File: config.mk
export PLATFORM = sky130hd
export DESIGN_NAME = unicycle_pose_integrator_core
export DESIGN_NICKNAME = d
export VERILOG_FILES = /design/src/hw/rtl/upi_pkg.sv /design/src/hw/rtl/upi_seq.sv /design/src/hw/rtl/upi_dpath.sv /design/src/hw/rtl/unicycle_pose_integrator_core.sv
export SDC_FILE = /design/constraint.sdc
export NUM_CORES = 2
export LEC_CHECK = 0
export ABC_AREA = 1
export BUFFER_PORTS_ARGS = -buffer_cell sky130_fd_sc_hd__buf_2
export CAP_MARGIN = 25
export CORE_AREA = 2 2 299 301
export DETAILED_ROUTE_END_ITERATION = 8
export DIE_AREA = 0 0 301 303
export PLACE_DENSITY = 0.91
export SLEW_MARGIN = 40
export SYNTH_ARGS = -nofsm -noshare
export SYNTH_HDL_FRONTEND = slang
export SYNTH_SLANG_ARGS = --single-unit
File: constraint.sdc
create_clock -name clk -period 20.2 [get_ports clk]
set_input_delay 2.02 -clock clk [delete_from_list [all_inputs] [get_ports clk]]
set_output_delay 2.02 -clock clk [all_outputs]
set_load 0.02 [all_outputs]
File: src/hw/rtl/upi_pkg.sv
// Shared types, constants and microcode program of the unicycle pose integrator.
package upi_pkg;

  typedef struct packed {
    logic signed [15:0] lin_speed;
    logic signed [19:0] turn_rate;
    logic        [15:0] time_step;
  } in_word_t;

  typedef struct packed {
    logic signed [31:0] out_x;
    logic signed [31:0] out_y;
    logic signed [15:0] out_heading;
  } out_word_t;

  // Datapath operations selected by the control word.
  typedef enum logic [3:0] {
    OP_NOP,
    OP_WAIT,
    OP_ITER,
    OP_DIST,
    OP_MLO_X,
    OP_MHI_X,
    OP_ADD_X,
    OP_MLO_Y,
    OP_MHI_Y,
    OP_ADD_Y,
    OP_RATE,
    OP_HEAD,
    OP_EMIT
  } uop_t;

  typedef enum logic [1:0] {
    COND_NEXT,
    COND_ALWAYS,
    COND_LOOP
  } ucond_t;

  localparam int PC_W = 4;

  typedef struct packed {
    uop_t            op;
    ucond_t          cond;
    logic [PC_W-1:0] target;
  } ctrl_word_t;

  typedef struct packed {
    logic hold;
    logic loop_more;
  } seq_stat_t;

  localparam logic [PC_W-1:0] PC_WAIT = 4'd0;
  localparam logic [PC_W-1:0] PC_ITER = 4'd1;

  // Control store: one word per step of the item program.
  function automatic ctrl_word_t ucode_rom(input logic [PC_W-1:0] pc);
    ctrl_word_t w;
    unique case (pc)
      4'd0:    w = '{op: OP_WAIT,  cond: COND_NEXT,   target: PC_WAIT};
      4'd1:    w = '{op: OP_ITER,  cond: COND_LOOP,   target: PC_ITER};
      4'd2:    w = '{op: OP_DIST,  cond: COND_NEXT,   target: PC_WAIT};
      4'd3:    w = '{op: OP_MLO_X, cond: COND_NEXT,   target: PC_WAIT};
      4'd4:    w = '{op: OP_MHI_X, cond: COND_NEXT,   target: PC_WAIT};
      4'd5:    w = '{op: OP_ADD_X, cond: COND_NEXT,   target: PC_WAIT};
      4'd6:    w = '{op: OP_MLO_Y, cond: COND_NEXT,   target: PC_WAIT};
      4'd7:    w = '{op: OP_MHI_Y, cond: COND_NEXT,   target: PC_WAIT};
      4'd8:    w = '{op: OP_ADD_Y, cond: COND_NEXT,   target: PC_WAIT};
      4'd9:    w = '{op: OP_RATE,  cond: COND_NEXT,   target: PC_WAIT};
      4'd10:   w = '{op: OP_HEAD,  cond: COND_NEXT,   target: PC_WAIT};
      4'd11:   w = '{op: OP_EMIT,  cond: COND_ALWAYS, target: PC_WAIT};
      default: w = '{op: OP_NOP,   cond: COND_ALWAYS, target: PC_WAIT};
    endcase
    return w;
  endfunction

  // Arctangent of 2^-i, full turn = 2^32.
  localparam int ATAN_DEPTH = 24;
  localparam int ATAN_IDX_W = 5;

  function automatic logic [31:0] atan_lut(input logic [ATAN_IDX_W-1:0] idx);
    logic [31:0] v;
    unique case (idx)
      5'd0:    v = 32'h20000000;
      5'd1:    v = 32'h12E4051E;
      5'd2:    v = 32'h09FB385B;
      5'd3:    v = 32'h051111D4;
      5'd4:    v = 32'h028B0D43;
      5'd5:    v = 32'h0145D7E1;
      5'd6:    v = 32'h00A2F61E;
      5'd7:    v = 32'h00517C55;
      5'd8:    v = 32'h0028BE53;
      5'd9:    v = 32'h00145F2F;
      5'd10:   v = 32'h000A2F98;
      5'd11:   v = 32'h000517CC;
      5'd12:   v = 32'h00028BE6;
      5'd13:   v = 32'h000145F3;
      5'd14:   v = 32'h0000A2FA;
      5'd15:   v = 32'h0000517D;
      5'd16:   v = 32'h000028BE;
      5'd17:   v = 32'h0000145F;
      5'd18:   v = 32'h00000A30;
      5'd19:   v = 32'h00000518;
      5'd20:   v = 32'h0000028C;
      5'd21:   v = 32'h00000146;
      5'd22:   v = 32'h000000A3;
      5'd23:   v = 32'h00000051;
      default: v = 32'h00000000;
    endcase
    return v;
  endfunction

  localparam logic signed [33:0] CORDIC_GAIN_INV = 34'sd652032874;
  localparam logic signed [32:0] QUARTER_TURN    = 33'sd1073741824;
  localparam logic signed [32:0] HALF_TURN       = 33'sd2147483648;

endpackage

File: src/hw/rtl/upi_seq.sv
// Microcode sequencer: step counter, control store lookup and jumps.
module upi_seq (
  input  logic                clk,
  input  logic                rst_n,
  input  upi_pkg::seq_stat_t  stat,
  output upi_pkg::ctrl_word_t ctrl
);
  import upi_pkg::*;

  logic [PC_W-1:0] pc_r;
  logic [PC_W-1:0] pc_nxt;
  logic            take;

  assign ctrl = ucode_rom(pc_r);

  always_comb begin
    unique case (ctrl.cond)
      COND_NEXT:   take = 1'b0;
      COND_ALWAYS: take = 1'b1;
      COND_LOOP:   take = stat.loop_more;
      default:     take = 1'b0;
    endcase
  end

  always_comb begin
    priority if (stat.hold) begin
      pc_nxt = pc_r;
    end else if (take) begin
      pc_nxt = ctrl.target;
    end else begin
      pc_nxt = pc_r + 1'b1;
    end
  end

  always_ff @(posedge clk) begin
    if (!rst_n) begin
      pc_r <= PC_WAIT;
    end else begin
      pc_r <= pc_nxt;
    end
  end

endmodule

File: src/hw/rtl/upi_dpath.sv
// Datapath: CORDIC registers, shared multiplier, accumulator and pose registers.
module upi_dpath #(
  parameter int ANGLE_BITS      = 16,
  parameter int TRIG_ITERATIONS = 16
) (
  input  logic                clk,
  input  logic                rst_n,
  input  upi_pkg::ctrl_word_t ctrl,
  input  logic                step_en,
  input  upi_pkg::in_word_t   in_data,
  output logic                loop_more,
  output upi_pkg::out_word_t  pose
);
  import upi_pkg::*;

  localparam int ITW = (TRIG_ITERATIONS > 1) ? $clog2(TRIG_ITERATIONS) : 1;
  localparam logic [ITW-1:0] ITER_LAST = ITW'(TRIG_ITERATIONS - 1);
  localparam int HSHIFT = 32 - ANGLE_BITS;
  localparam logic signed [50:0] HROUND = 51'sd1 <<< (HSHIFT - 1);
  localparam logic signed [63:0] PROUND = 64'sd1 <<< 37;

  logic signed [15:0]  speed_r;
  logic signed [19:0]  rate_r;
  logic        [15:0]  dt_r;
  logic signed [33:0]  x_r, y_r;
  logic signed [32:0]  z_r;
  logic                flip_r;
  logic [ITW-1:0]      iter_r;
  logic signed [32:0]  dist_r;
  logic signed [63:0]  acc_r;
  logic signed [31:0]  pos_x_r, pos_y_r;
  logic signed [ANGLE_BITS-1:0] heading_r;

  logic signed [31:0]  z_init;
  logic signed [32:0]  z_wide;
  logic signed [32:0]  z_start;
  logic                flip_start;
  logic [31:0]         atan_val;

  logic signed [32:0]  mul_a;
  logic signed [17:0]  mul_b;
  logic signed [50:0]  prod;
  logic signed [33:0]  trig_sel;
  logic signed [31:0]  pos_sel;
  logic signed [63:0]  pos_rnd;
  logic signed [63:0]  pos_move;
  logic signed [33:0]  pos_sum;
  logic signed [31:0]  pos_new;
  logic signed [50:0]  head_rnd;
  logic signed [50:0]  head_delta;

  assign loop_more = (iter_r != ITER_LAST);

  // Current heading as a 32-bit binary angle, folded into the right half-plane.
  assign z_init = {heading_r, HSHIFT'(0)};
  assign z_wide = 33'(z_init);

  always_comb begin
    priority if (z_wide > QUARTER_TURN) begin
      z_start    = z_wide - HALF_TURN;
      flip_start = 1'b1;
    end else if (z_wide < -QUARTER_TURN) begin
      z_start    = z_wide + HALF_TURN;
      flip_start = 1'b1;
    end else begin
      z_start    = z_wide;
      flip_start = 1'b0;
    end
  end

  assign atan_val = atan_lut(ATAN_IDX_W'(iter_r));

  assign trig_sel = (ctrl.op == OP_MLO_Y || ctrl.op == OP_MHI_Y) ? y_r : x_r;

  always_comb begin
    unique case (ctrl.op)
      OP_DIST: begin
        mul_a = 33'(speed_r);
        mul_b = $signed({2'b00, dt_r});
      end
      OP_MLO_X, OP_MLO_Y: begin
        mul_a = dist_r;
        mul_b = $signed({1'b0, trig_sel[16:0]});
      end
      OP_MHI_X, OP_MHI_Y: begin
        mul_a = dist_r;
        mul_b = $signed({trig_sel[33], trig_sel[33:17]});
      end
      OP_RATE: begin
        mul_a = 33'(rate_r);
        mul_b = $signed({2'b00, dt_r});
      end
      default: begin
        mul_a = '0;
        mul_b = '0;
      end
    endcase
  end

  assign prod = mul_a * mul_b;

  // Round the Q?.54 move to Q16.16, add and saturate.
  assign pos_sel  = (ctrl.op == OP_ADD_Y) ? pos_y_r : pos_x_r;
  assign pos_rnd  = acc_r + PROUND;
  assign pos_move = pos_rnd >>> 38;
  assign pos_sum  = 34'(pos_sel) + pos_move[33:0];

  always_comb begin
    priority if (pos_sum > 34'sd2147483647) begin
      pos_new = 32'sh7FFFFFFF;
    end else if (pos_sum < -34'sd2147483648) begin
      pos_new = 32'sh80000000;
    end else begin
      pos_new = pos_sum[31:0];
    end
  end

  assign head_rnd   = acc_r[50:0] + HROUND;
  assign head_delta = head_rnd >>> HSHIFT;

  always_ff @(posedge clk) begin
    if (step_en) begin
      unique case (ctrl.op)
        OP_WAIT: begin
          speed_r <= in_data.lin_speed;
          rate_r  <= in_data.turn_rate;
          dt_r    <= in_data.time_step;
          x_r     <= CORDIC_GAIN_INV;
          y_r     <= '0;
          z_r     <= z_start;
          flip_r  <= flip_start;
          iter_r  <= '0;
        end
        OP_ITER: begin
          if (!z_r[32]) begin
            x_r <= x_r - (y_r >>> iter_r);
            y_r <= y_r + (x_r >>> iter_r);
            z_r <= z_r - $signed({1'b0, atan_val});
          end else begin
            x_r <= x_r + (y_r >>> iter_r);
            y_r <= y_r - (x_r >>> iter_r);
            z_r <= z_r + $signed({1'b0, atan_val});
          end
          iter_r <= iter_r + 1'b1;
        end
        OP_DIST: begin
          dist_r <= prod[32:0];
          if (flip_r) begin
            x_r <= -x_r;
            y_r <= -y_r;
          end
        end
        OP_MLO_X, OP_MLO_Y, OP_RATE: begin
          acc_r <= 64'(prod);
        end
        OP_MHI_X, OP_MHI_Y: begin
          acc_r <= acc_r + (64'(prod) <<< 17);
        end
        default: begin
        end
      endcase
    end
  end

  always_ff @(posedge clk) begin
    if (!rst_n) begin
      pos_x_r   <= '0;
      pos_y_r   <= '0;
      heading_r <= '0;
    end else if (step_en) begin
      unique case (ctrl.op)
        OP_ADD_X: pos_x_r   <= pos_new;
        OP_ADD_Y: pos_y_r   <= pos_new;
        OP_HEAD:  heading_r <= heading_r + head_delta[ANGLE_BITS-1:0];
        default: begin
        end
      endcase
    end
  end

  assign pose.out_x = pos_x_r;
  assign pose.out_y = pos_y_r;

  generate
    if (ANGLE_BITS >= 16) begin : g_head_top
      assign pose.out_heading = heading_r[ANGLE_BITS-1 -: 16];
    end else begin : g_head_pad
      assign pose.out_heading = {heading_r, (16 - ANGLE_BITS)'(0)};
    end
  endgenerate

endmodule

File: src/hw/rtl/unicycle_pose_integrator_core.sv
// Top level of the unicycle dead-reckoning pose integrator.
// Each accepted word (speed, turn rate, time step) moves the pose by
// speed*dt along the old heading and then turns the heading by rate*dt;
// x and y saturate at the Q16.16 limits and the heading wraps as a binary
// angle. One result word with the new pose follows every input word. Items
// are processed one at a time by a microcoded sequencer: the word is taken,
// the CORDIC iteration loop runs, and the shared 33x18 multiplier then
// computes the distance, the two halves of each axis product and the heading
// increment in turn before the result register is loaded. The result register
// frees the input side, so the next word is taken while a result still waits.
module unicycle_pose_integrator_core #(
  parameter int ANGLE_BITS      = 16,
  parameter int TRIG_ITERATIONS = 16
) (
  input  logic               clk,
  input  logic               rst_n,
  input  logic               in_valid,
  output logic               in_ready,
  input  upi_pkg::in_word_t  in_data,
  output logic               out_valid,
  input  logic               out_ready,
  output upi_pkg::out_word_t out_data
);
  import upi_pkg::*;

  ctrl_word_t ctrl;
  seq_stat_t  stat;
  out_word_t  pose;
  logic       loop_more;
  logic       out_valid_r;
  logic       out_valid_nxt;
  out_word_t  out_data_r;
  logic       emit;

  assign in_ready = (ctrl.op == OP_WAIT);

  // The program stalls while waiting for a word or for the result slot.
  assign stat.hold = ((ctrl.op == OP_WAIT) && !in_valid) ||
                     ((ctrl.op == OP_EMIT) && out_valid_r && !out_ready);
  assign stat.loop_more = loop_more;

  assign emit = (ctrl.op == OP_EMIT) && !stat.hold;

  upi_seq u_seq (
    .clk   (clk),
    .rst_n (rst_n),
    .stat  (stat),
    .ctrl  (ctrl)
  );

  upi_dpath #(
    .ANGLE_BITS      (ANGLE_BITS),
    .TRIG_ITERATIONS (TRIG_ITERATIONS)
  ) u_dpath (
    .clk       (clk),
    .rst_n     (rst_n),
    .ctrl      (ctrl),
    .step_en   (!stat.hold),
    .in_data   (in_data),
    .loop_more (loop_more),
    .pose      (pose)
  );

  always_comb begin
    priority if (emit) begin
      out_valid_nxt = 1'b1;
    end else if (out_ready) begin
      out_valid_nxt = 1'b0;
    end else begin
      out_valid_nxt = out_valid_r;
    end
  end

  always_ff @(posedge clk) begin
    if (!rst_n) begin
      out_valid_r <= 1'b0;
    end else begin
      out_valid_r <= out_valid_nxt;
    end
  end

  always_ff @(posedge clk) begin
    if (emit) begin
      out_data_r <= pose;
    end
  end

  assign out_valid = out_valid_r;
  assign out_data  = out_data_r;

endmodule

==> summary.txt <==
Timing
  – Final Setup Violations: 0
  – RSZ-0062 raised after global routing: no
  – Slew Limit Headroom: between 40% and 50%
  – Peak Freq: 84.7 MHz
  – Slew Viols, Final: 0
  – Fin. Hold Viols: 0
  – Period utilization: 58.5%
  – Worst Tran Pin Value: 872 ps
  – Worst hold slack: 437 ps
  – Skew final: 43.6 ps
  – Final Critical Period: 11810 ps
  – Setup tns final: 0 ps

Floorplan
  – Die width: 301 µm
  – I/O pin count: 138
  – Site row count: 109
  – Die area: slightly above 90000 µm²
  – Core footprint: ~88000 µm²
  – Die height: 303 µm
  – Initial Util: 64.4%

Clocking
  – Clock transition at path regs: about 60 ps
  – CTS Buffer Depth: 3
  – Setup Fix Bufs, Post-CTS: 0
  – Root buffer cell: clkbuf_16
  – CTS Buf Count: 51
  – Post-CTS Hold Fix Bufs: 0
  – Clock tree sinks: 441
  – H-Tree Depth: 2
  – CTS resizes: 0
  – Worst-skew pair later-pin latency: 650 ps
  – CTS tree: yes

Worst setup path
  – CP Data Arrival Time: 12210 ps
  – Slowest stage cell, crit path: nand2_1
  – Bufs and invs on worst path: 11
  – Largest stage delay, worst path: ~640 ps
  – Crit path max-delay family: adder cells
  – Crit path launch type: register
  – Crit path from: u_seq.ctrl[6]
  – Worst reg2reg path startpoint: u_seq.ctrl[6]
  – Worst EP required: 20600 ps
  – Kind of critical path: register to register
  – CP max FO: 58
  – Crit end category: register

Logic synthesis
  – Netlist Area Pre-Place: 56700 µm²
  – Syn Nets: approximately 8.7k
  – Post-synth EDFFs: 320
  – Ys flop type: edfxtp_1
  – Post-synthesis async set-or-reset flop share: 0%
  – Synth top area cells: fa_1, edfxtp_1, nand2_1, inv_1, ha_1
  – Yosys Warn Count: 0
  – Area share of the largest cell type after synthesis: 20.3%
  – Synthesized flop and latch total: 441
  – Area leader, netlist: fa_1
  – Unique masters post-synth: 67
  – Sequential share of the synthesized area: 21.2%
  – Syn Inst Count: a little under 8k
  – Avg Cell Area, Syn: about 7.3 µm²

Drt
  – Vias: 53.7k
  – Final ANT Viol Nets: 0
  – DRC viols: 0
  – Mean number of vias per cell: between 6 and 7
  – Detailed Route Iter0 Violations: around 5.9k
  – Final wirelength: 186 mm
  – First-pass DRT Iterations: 6
  – WL per Instance: 20.9 µm

Global routing
  – Total GRT Usage: 41.1%
  – First-pass GRT wire length: 290 mm
  – Overflow after GRT: 0
  – Largest net degree at the start of global routing: 96
  – Vias in the first global route: ~53k
  – Initial antenna violation count: 3

Finish
  – Net count, final: 8679
  – Synthesis-to-finish area growth: 5.79%
  – Fin util: 68.2%
  – Finished Cell Area: 60000 µm²
  – Share of post-route cells with drive strength above 1: 5.66%
  – Most common cell after layout, fill and taps aside: nand2_1
  – Fill cells: 7223
  – Commonest non-fill, non-tap cells in the layout: nand2_1, inv_1, nand3_1

Placement
  – HPWL Detailed: 145 mm
  – Cell Area, Placed: about 58000 µm²
  – GP Congestion: 1.01
  – Port bufs: 137

Hold path
  – HP Start: u_dpath.pos_x_r[6]
  – Worst Hold Class: register to register

Job
  – Max_cap viols: 0

Status
  – Status: completed
==> sequential cells by signal, summed over array words and instances, names as in the netlist <==
register	flops
u_dpath.y_r	34
u_dpath.iter_r	4
u_dpath.dt_r	16
out_valid	1
u_dpath.acc_r	49
u_dpath.dist_r	33
u_dpath.x_r	34
u_dpath.rate_r	20
u_dpath.pos_x_r	32
u_dpath.z_r	33
u_dpath.pos_y_r	32
out_data	80
u_dpath.heading_r	16
u_seq.ctrl	6
u_dpath.flip_r	1
u_dpath.atan_val	30
u_seq.pc_r	4
u_dpath.speed_r	16
==> cell families (layout without fill, tap and decap cells) <==
logic type	count (synthesis)	in the layout	synth area share, %
flops	441	441	21.2
other cells	0	1	0
fa+ha+maj	909	909	27.7
simple gates	3316	3316	24.7
buf+inv	1678	1711	11.4
compound gates	1127	1127	11.1
xor+xnor	253	253	3.91
==> stage by stage <==
stage	instances	setup slack, ps
6_report	8923	8390
5_1_grt	8922	7790
4_1_cts	8922	8750
3_5_place_dp	8826	8810
3_3_place_gp	8826	8470
2_1_floorplan	7724	11880
==> area by class of cell <==
type	count	area (µm²)	area share [%]
repair buffers	184	1070	1.78
clock inverters	30	332	0.553
clock buffers	66	1440	2.39
flip-flops and latches	441	12000	20.1
well taps	1165	1460	2.43
diodes	1	2.50	0.00417
inverters	1431	5370	8.96
multi-input cells	5605	38200	63.8
==> final timing paths <==
path	cells past startpoint	end	slack (ps)
max	41	u_dpath.acc_r[61]	8390
min	0	out_data[54]	440
max reg2reg	41	u_dpath.acc_r[61]	8390
min reg2reg	0	out_data[54]	440
==> synthesized netlist by cell type (17+ instances only) <==
| master | n |
|---|---|
| a21o_1 | 24 |
| a31oi_1 | 41 |
| edfxtp_1 | 320 |
| ha_1 | 334 |
| nor3_1 | 81 |
| a21oi_1 | 472 |
| nand2_2 | 31 |
| o21a_1 | 18 |
| buf_2 | 80 |
| dfxtp_1 | 121 |
| clkbuf_1 | 140 |
| nor2_1 | 551 |
| xnor2_1 | 88 |
| nor4_1 | 39 |
| nand2_1 | 1848 |
| xor2_1 | 165 |
| inv_2 | 35 |
| nand4_1 | 53 |
| o21bai_1 | 33 |
| or2_2 | 42 |
| inv_1 | 1381 |
| buf_1 | 17 |
| o21ai_0 | 391 |
| o211ai_1 | 39 |
| nand3_1 | 608 |
| fa_1 | 575 |
==> layer usage <==
layer,track usage (%),vias to the layer above,wire (µm)
met5,0,-,41
met1,51.4,25100,69600
met3,7.77,847,18500
li1,-,24600,-
met4,26.1,6,13900
met2,65.8,3193,84100
Power is left out: the tool's default activity adds up to more than one toggle a clock period on the data nets, which glitch-free logic cannot reach.
